$ cat src/rtl/bcsq_pkg.sv
// Package with the codes, widths and defaults of the button click and scroll qualifier.
`timescale 1ns / 1ps

package bcsq_pkg;

    localparam int BUTTON_COUNT_DEFAULT = 4;
    localparam int TICK_W               = 32;
    localparam int COUNT_W              = 16;
    localparam int DELTA_W              = COUNT_W + 1;
    localparam int BUTTON_W             = 5;
    localparam int MASK_W               = 32;

    localparam logic [TICK_W-1:0] COOLDOWN_RESET = 32'd1000;

    typedef logic [1:0] action_t;
    typedef logic [1:0] kind_t;

    localparam action_t ACT_PRESS   = 2'd0;
    localparam action_t ACT_RELEASE = 2'd1;
    localparam action_t ACT_SAMPLE  = 2'd2;

    localparam kind_t KIND_NONE   = 2'd0;
    localparam kind_t KIND_CLICK  = 2'd1;
    localparam kind_t KIND_SCROLL = 2'd2;

endpackage

$ cat src/rtl/button_click_scroll_qualifier.sv
// Top level of the button click and scroll qualifier: input register, qualify logic, result register.
`timescale 1ns / 1ps

// Channel   Direction  Handshake             Payload
// --------  ---------  --------------------  ---------------------------------------------
// in        sink       in_valid / in_stall   action, button, now_tick, encoder_count
// out       source     out_valid / out_stall event_kind, click_button, scroll_delta,
//                                            pressed_mask
// cfg       sink       cfg_valid / cfg_ready cfg_data (cooldown_ticks)
//
// Every input transaction gives exactly one result transaction, through the input register, the
// qualify logic and the result register. One transaction can be accepted each cycle while
// in_stall is low; the rate is set by the single pass of qualify logic between the two registers.
// Reset clears the held and rotated bits, the last count, every release tick and the
// valid flags, and loads the cooldown with its default. A stalled output holds its result
// while the input register can still take one more transaction.

module button_click_scroll_qualifier #(
    parameter int BUTTON_COUNT = bcsq_pkg::BUTTON_COUNT_DEFAULT
) (
    input  logic                                    clk,
    input  logic                                    rst_n,

    input  logic                                    in_valid,
    output logic                                    in_stall,
    input  bcsq_pkg::action_t                       action,
    input  logic [bcsq_pkg::BUTTON_W-1:0]           button,
    input  logic [bcsq_pkg::TICK_W-1:0]             now_tick,
    input  logic signed [bcsq_pkg::COUNT_W-1:0]     encoder_count,

    output logic                                    out_valid,
    input  logic                                    out_stall,
    output bcsq_pkg::kind_t                         event_kind,
    output logic [bcsq_pkg::BUTTON_W-1:0]           click_button,
    output logic signed [bcsq_pkg::DELTA_W-1:0]     scroll_delta,
    output logic [bcsq_pkg::MASK_W-1:0]             pressed_mask,

    input  logic                                    cfg_valid,
    output logic                                    cfg_ready,
    input  logic [bcsq_pkg::TICK_W-1:0]             cfg_data
);

    import bcsq_pkg::*;

    // Index width into the per-button tick store; at least one bit so a single
    // button still has a legal index.
    localparam int IDX_W = (BUTTON_COUNT > 1) ? $clog2(BUTTON_COUNT) : 1;

    // Configuration register. The user is to write it only while the block is idle; the
    // block itself does not enforce this, and the write is always taken.
    logic [TICK_W-1:0] cooldown_reg;

    assign cfg_ready = 1'b1;

    always_ff @(posedge clk or negedge rst_n)
    begin
        if (!rst_n)
        begin
            cooldown_reg <= COOLDOWN_RESET;
        end
        else if (cfg_valid)
        begin
            cooldown_reg <= cfg_data;
        end
    end

    // Input register stage.
    logic                       s1_valid_reg;
    action_t                    s1_action_reg;
    logic [BUTTON_W-1:0]        s1_button_reg;
    logic [TICK_W-1:0]          s1_tick_reg;
    logic signed [COUNT_W-1:0]  s1_count_reg;

    logic out_valid_reg;
    logic advance;
    logic in_accept;
    logic fire;

    // The result register moves when it is empty or its transaction is taken.
    assign advance   = !out_valid_reg || !out_stall;
    assign in_stall  = s1_valid_reg && !advance;
    assign in_accept = in_valid && !in_stall;
    assign fire      = s1_valid_reg && advance;

    always_ff @(posedge clk or negedge rst_n)
    begin
        if (!rst_n)
        begin
            s1_valid_reg <= 1'b0;
        end
        else if (in_accept)
        begin
            s1_valid_reg <= 1'b1;
        end
        else if (fire)
        begin
            s1_valid_reg <= 1'b0;
        end
    end

    always_ff @(posedge clk)
    begin
        if (in_accept)
        begin
            s1_action_reg <= action;
            s1_button_reg <= button;
            s1_tick_reg   <= now_tick;
            s1_count_reg  <= encoder_count;
        end
    end

    // Button state.
    logic [BUTTON_COUNT-1:0]   held_reg;
    logic [BUTTON_COUNT-1:0]   held_next;
    logic [BUTTON_COUNT-1:0]   rotated_reg;
    logic [BUTTON_COUNT-1:0]   rotated_next;
    logic [TICK_W-1:0]         release_tick_reg [BUTTON_COUNT];
    logic signed [COUNT_W-1:0] last_count_reg;
    logic signed [COUNT_W-1:0] last_count_next;

    // Qualify logic for the transaction in the input register.
    logic                      in_range;
    logic [IDX_W-1:0]          idx;
    logic [BUTTON_COUNT-1:0]   sel;
    logic [TICK_W-1:0]         since_release;
    logic                      cooled;
    logic                      record_release;
    kind_t                     kind_next;
    logic [BUTTON_W-1:0]       click_next;
    logic signed [DELTA_W-1:0] delta_next;

    assign in_range      = {1'b0, s1_button_reg} < (BUTTON_W + 1)'(BUTTON_COUNT);
    assign idx           = s1_button_reg[IDX_W-1:0];
    assign sel           = in_range ? (BUTTON_COUNT'(1) << idx) : '0;
    assign since_release = s1_tick_reg - (in_range ? release_tick_reg[idx] : '0);
    assign cooled        = since_release > cooldown_reg;

    always_comb
    begin
        held_next       = held_reg;
        rotated_next    = rotated_reg;
        last_count_next = last_count_reg;
        record_release  = 1'b0;
        kind_next       = KIND_NONE;
        click_next      = '0;
        delta_next      = '0;
        case (s1_action_reg)
            ACT_PRESS:
            begin
                held_next = held_reg | sel;
            end
            ACT_RELEASE:
            begin
                if (in_range)
                begin
                    // A click needs a clean press and enough time since the last release.
                    if (((held_reg & sel) != '0) && ((rotated_reg & sel) == '0) && cooled)
                    begin
                        kind_next  = KIND_CLICK;
                        click_next = s1_button_reg;
                    end
                    record_release = 1'b1;
                    held_next      = held_reg & ~sel;
                    rotated_next   = rotated_reg & ~sel;
                end
            end
            ACT_SAMPLE:
            begin
                if (s1_count_reg != last_count_reg)
                begin
                    // Every button held during a turn of the wheel loses its click.
                    rotated_next = rotated_reg | held_reg;
                    kind_next    = KIND_SCROLL;
                    delta_next   = {last_count_reg[COUNT_W-1], last_count_reg}
                                 - {s1_count_reg[COUNT_W-1], s1_count_reg};
                end
                last_count_next = s1_count_reg;
            end
            default:
            begin
                kind_next = KIND_NONE;
            end
        endcase
    end

    always_ff @(posedge clk or negedge rst_n)
    begin
        if (!rst_n)
        begin
            held_reg       <= '0;
            rotated_reg    <= '0;
            last_count_reg <= '0;
        end
        else if (fire)
        begin
            held_reg       <= held_next;
            rotated_reg    <= rotated_next;
            last_count_reg <= last_count_next;
        end
    end

    // The release tick store is small and cleared at once by reset.
    always_ff @(posedge clk or negedge rst_n)
    begin
        if (!rst_n)
        begin
            for (int i = 0; i < BUTTON_COUNT; i++)
            begin
                release_tick_reg[i] <= '0;
            end
        end
        else if (fire && record_release)
        begin
            release_tick_reg[idx] <= s1_tick_reg;
        end
    end

    // Result register.
    kind_t                     kind_reg;
    logic [BUTTON_W-1:0]       click_reg;
    logic signed [DELTA_W-1:0] delta_reg;
    logic [MASK_W-1:0]         mask_reg;

    always_ff @(posedge clk or negedge rst_n)
    begin
        if (!rst_n)
        begin
            out_valid_reg <= 1'b0;
        end
        else if (advance)
        begin
            out_valid_reg <= s1_valid_reg;
        end
    end

    always_ff @(posedge clk)
    begin
        if (fire)
        begin
            kind_reg  <= kind_next;
            click_reg <= click_next;
            delta_reg <= delta_next;
            mask_reg  <= MASK_W'(held_next);
        end
    end

    assign out_valid     = out_valid_reg;
    assign event_kind    = kind_reg;
    assign click_button  = click_reg;
    assign scroll_delta  = delta_reg;
    assign pressed_mask  = mask_reg;

endmodule

$ cat config.mk
export PLATFORM = sky130hd
export DESIGN_NAME = button_click_scroll_qualifier
export DESIGN_NICKNAME = d
export VERILOG_FILES = /design/src/rtl/bcsq_pkg.sv /design/src/rtl/button_click_scroll_qualifier.sv
export SDC_FILE = /design/constraint.sdc
export NUM_CORES = 1
export LEC_CHECK = 0
export BUFFER_PORTS_ARGS = -buffer_cell sky130_fd_sc_hd__clkbuf_2
export CAP_MARGIN = 20
export CORE_ASPECT_RATIO = 0.9
export CORE_UTILIZATION = 59
export DETAILED_ROUTE_END_ITERATION = 6
export GPL_ROUTABILITY_DRIVEN = 1
export GPL_TIMING_DRIVEN = 0
export PLACE_DENSITY = 0.91
export SLEW_MARGIN = 15
export SYNTH_ARGS = -nofsm -noshare
export SYNTH_HDL_FRONTEND = slang
export SYNTH_SLANG_ARGS = --single-unit
$ cat constraint.sdc
create_clock -name clk -period 5.6 [get_ports clk]
set_input_delay 0.56 -clock clk [delete_from_list [all_inputs] [get_ports clk]]
set_output_delay 0.56 -clock clk [all_outputs]
set_load 0.005 [all_outputs]
==> results.ini <==
[power]
combinationalPowerShare_pct=18.5
clock_power_share_pct=34.2
power.switching_uw=1330
cellInternalPower_uw=3590
power_density_mw_per_mm2=307
power.leakage_uw=0.00754
vdd.ir_drop.worst_uv=253
sw_frac_of_total_pct=27.1
power.share.sequential_pct=47.2

[clocking]
clock-root-buffer=sky130_fd_sc_hd__clkbuf_16
cts.path.max_buffers=3
cts_tree=yes
cts_buffers=27
clock_tree.htree_level_count=1
numClockSinks=269
clk_pin_slew_ps=60
clk_latency_ps=550

[yosys]
syn_avg_cell_area_um2=12.0
synthXorXnorAreaFrac_pct=2.31
yosys.area.top_type_share_pct=32.1
synth_area_leader_cell=sky130_fd_sc_hd__dfrtp_1
synthAdderAreaFrac_pct=7.68
asyncSetResetFlopFracSynth_pct=69.1
largest_family_of_logic_cells_by_synthesized_area=multiplexers
synth-compound-area-share_pct=11.1
synth_simple_gate_area_share_pct=8.08
number_of_flops_mapped_to_enable_cells_by_yosys=83
synthFlopType=sky130_fd_sc_hd__dfrtp_1
synthesis.area_mm2=0.0140
synth_top_cells_by_area=sky130_fd_sc_hd__dfrtp_1 32%, sky130_fd_sc_hd__edfxtp_1 18%, sky130_fd_sc_hd__mux2_2 9.9%
ys_ff_latch=269
ys_seq_area_share_pct=50.9
synthMuxAreaShare_pct=15.2
yosysUniqueCellTypes=71
yosysWarningCount=0
netlist_instances=1169

[setup_path]
critPathCaptureType=flip-flop
timing_worst_setup_path_type=flip-flop to flip-flop
worstSetupStartpoint=s1_button_reg[0]
r2r_cells=19
critical_path.n_buffers_inverters=2
critPathMaxFanout=10
critical_path_depth=19
worst_path_max_delay_cell=sky130_fd_sc_hd__mux4_2
path_cells=buf_2 -> clkbuf_4 -> mux4_2 -> nand2_1 -> ha_1 -> a21o_1 -> a221oi_4 -> o31a_4 -> o211ai_2 -> a221oi_2 -> o21ai_1 -> xor2_1 -> ha_1 -> nand4_1 -> nor4_2 -> a31oi_1 -> o311a_1 -> nand2_1 -> a21oi_1
r2r-end=click_button[0]
crit_required_ps=5870
r2r_start=s1_button_reg[0]
setup.worst_path.end=click_button[0]
worst-r2r-setup-slack_ps=190
cp-start-kind=flip-flop
slowest_delay_ps=550
worstPathArrival_ps=5680
cp_top_family=compound AO/OA/AOI/OAI gates

[finish]
layout-drive-gt1-share_pct=28.8
final_util_pct=68.8
final_common_cell=sky130_fd_sc_hd__dfrtp_1
post_layout_nonfiller_instances=1673
mostFrequentLayoutCells=180 x sky130_fd_sc_hd__dfrtp_1, 124 x sky130_fd_sc_hd__clkbuf_2, 124 x sky130_fd_sc_hd__mux2_2
largest_register_ffs=128
nFillCells=1602
flow.area_growth_from_synthesis_pct=14.3
n_antenna_cell=0
layout.nets=1527
multiInputGateArea_mm2=0.00637
seqCellArea_mm2=0.00715

[global_routing]
grt_max_degree=104
antenna_found_initial=0
grt_pass1_vias=9934
overflow=0
grt_first_pass_wirelength_mm=51.7
groute.usage.overall_pct=27.2

[detailed_routing]
drtAntennaViolNets=0
num_vias=9846
post-route-drc-count=0
dr.pass1.iters=5
drt_wl_total_mm=32.1
wire_per_inst_um=19.2
via_per_inst=5.89
first_iter_violations=787

[sta]
shortest_period_the_worst_path_allows_ps=5410
final-hold-violation-count=0
setup_viol=0
grt_setup_unrepaired=false
clock.fmax_mhz=185
setup_tns_ps=0
whs_ps=14.5
timing_worst_slew_pin_value_ps=832
layout_worst_path_cycle_share_pct=96.6
worst_relative_slew_slack_pct=44.5
slew_violations=0
worst_clock_skew_ps=22.4
worst_slack_ps=189

[placement]
port_buffers=120
placedCellCount=1623
place_hpwl_mm=23.3
detailedPlace.worstSlack_ps=-278
place_congestion=0.915

[hold_path]
min-delay-path-class=input port to async pin

[floorplanning]
start_util_pct=60.2
floorplan.die_area_mm2=0.0244
floorplan.die.width_um=165
core.rowCount=53
die_height_um=148
pin_count=151
design.core.area_mm2=0.0233

[run]
drv_cap=0

[status]
status=finished clean

-- area by class of cell --
type,count,share of cell area (%)
flip-flops and latches,269,44.6
multi-input cells,791,39.7
clock buffers,40,4.82
repair buffers,122,4.09
plain buffers,74,2.61
well taps,302,2.35
inverters,65,1.52
clock inverters,10,0.327
-- repair_timing --
item / 4_1_cts / 5_1_grt
hold buffers: 0 / 0
setup endpoints to repair: 3 / 3
gates resized for setup: 4 / 7
gates cloned: 0 / 0
setup buffers: 0 / 0
-- through the flow --
| step | power, uW | area (um2) |
|---|---|---|
| after floorplan | 2960 | 14200 |
| after global placement | 3190 | 15100 |
| after detailed placement | 3250 | 15200 |
| after CTS | 4940 | 16000 |
| after global routing | 5140 | 16100 |
| final | 4930 | 16100 |
-- cells in the mapped netlist (15+ instances only) --
cell / instances
sky130_fd_sc_hd__o21ai_0: 70
sky130_fd_sc_hd__nand4_1: 15
sky130_fd_sc_hd__buf_2: 16
sky130_fd_sc_hd__a21o_1: 34
sky130_fd_sc_hd__mux2_2: 124
sky130_fd_sc_hd__edfxtp_1: 83
sky130_fd_sc_hd__a21oi_1: 62
sky130_fd_sc_hd__xnor2_1: 23
sky130_fd_sc_hd__clkbuf_1: 26
sky130_fd_sc_hd__inv_1: 65
sky130_fd_sc_hd__nand2_1: 123
sky130_fd_sc_hd__buf_4: 29
sky130_fd_sc_hd__dfrtp_1: 180
sky130_fd_sc_hd__mux4_2: 32
sky130_fd_sc_hd__nor2_1: 33
sky130_fd_sc_hd__ha_1: 83
-- logic make-up after synthesis --
kind of cell,Yosys count
xor gates and xnor gates,37
and+or+nand+nor,244
adders and majority gates,85
other,2
buffers and inverters,139
DFF,269
AOI/OAI and AO/OA,235
muxes,158
-- per-layer routing --
metal  up-vias  wire length, um  GRT usage, %
met1      4807            13700          37.7
met2       411            15300          44.1
met5         -                0             0
met4         0             1250          9.91
met3        88             1950          3.74
li1       4540                -             -
-- power by group through the flow --
stage	combinational (uW)	sequential (uW)	clock, uW
final	913	2330	1690
after CTS	903	2320	1710
after global placement	838	2350	0
after global routing	1020	2340	1780
after floorplan	635	2330	0
after detailed placement	890	2360	0
-- worst min-delay path by stage --
stage | to | from | cells past startpoint | slack (ps)
after floorplan | cooldown_reg[0] | rst_n | 0 | 260
after global placement | release_tick_reg[0] | release_tick_reg[0] | 2 | 460
after detailed placement | release_tick_reg[0] | release_tick_reg[0] | 2 | 470
after CTS | last_count_reg[2] | rst_n | 1 | 70
after global routing | last_count_reg[2] | rst_n | 1 | 80
final | last_count_reg[2] | rst_n | 1 | 10
No activity file was read; power rests on OpenSTA's default activity.
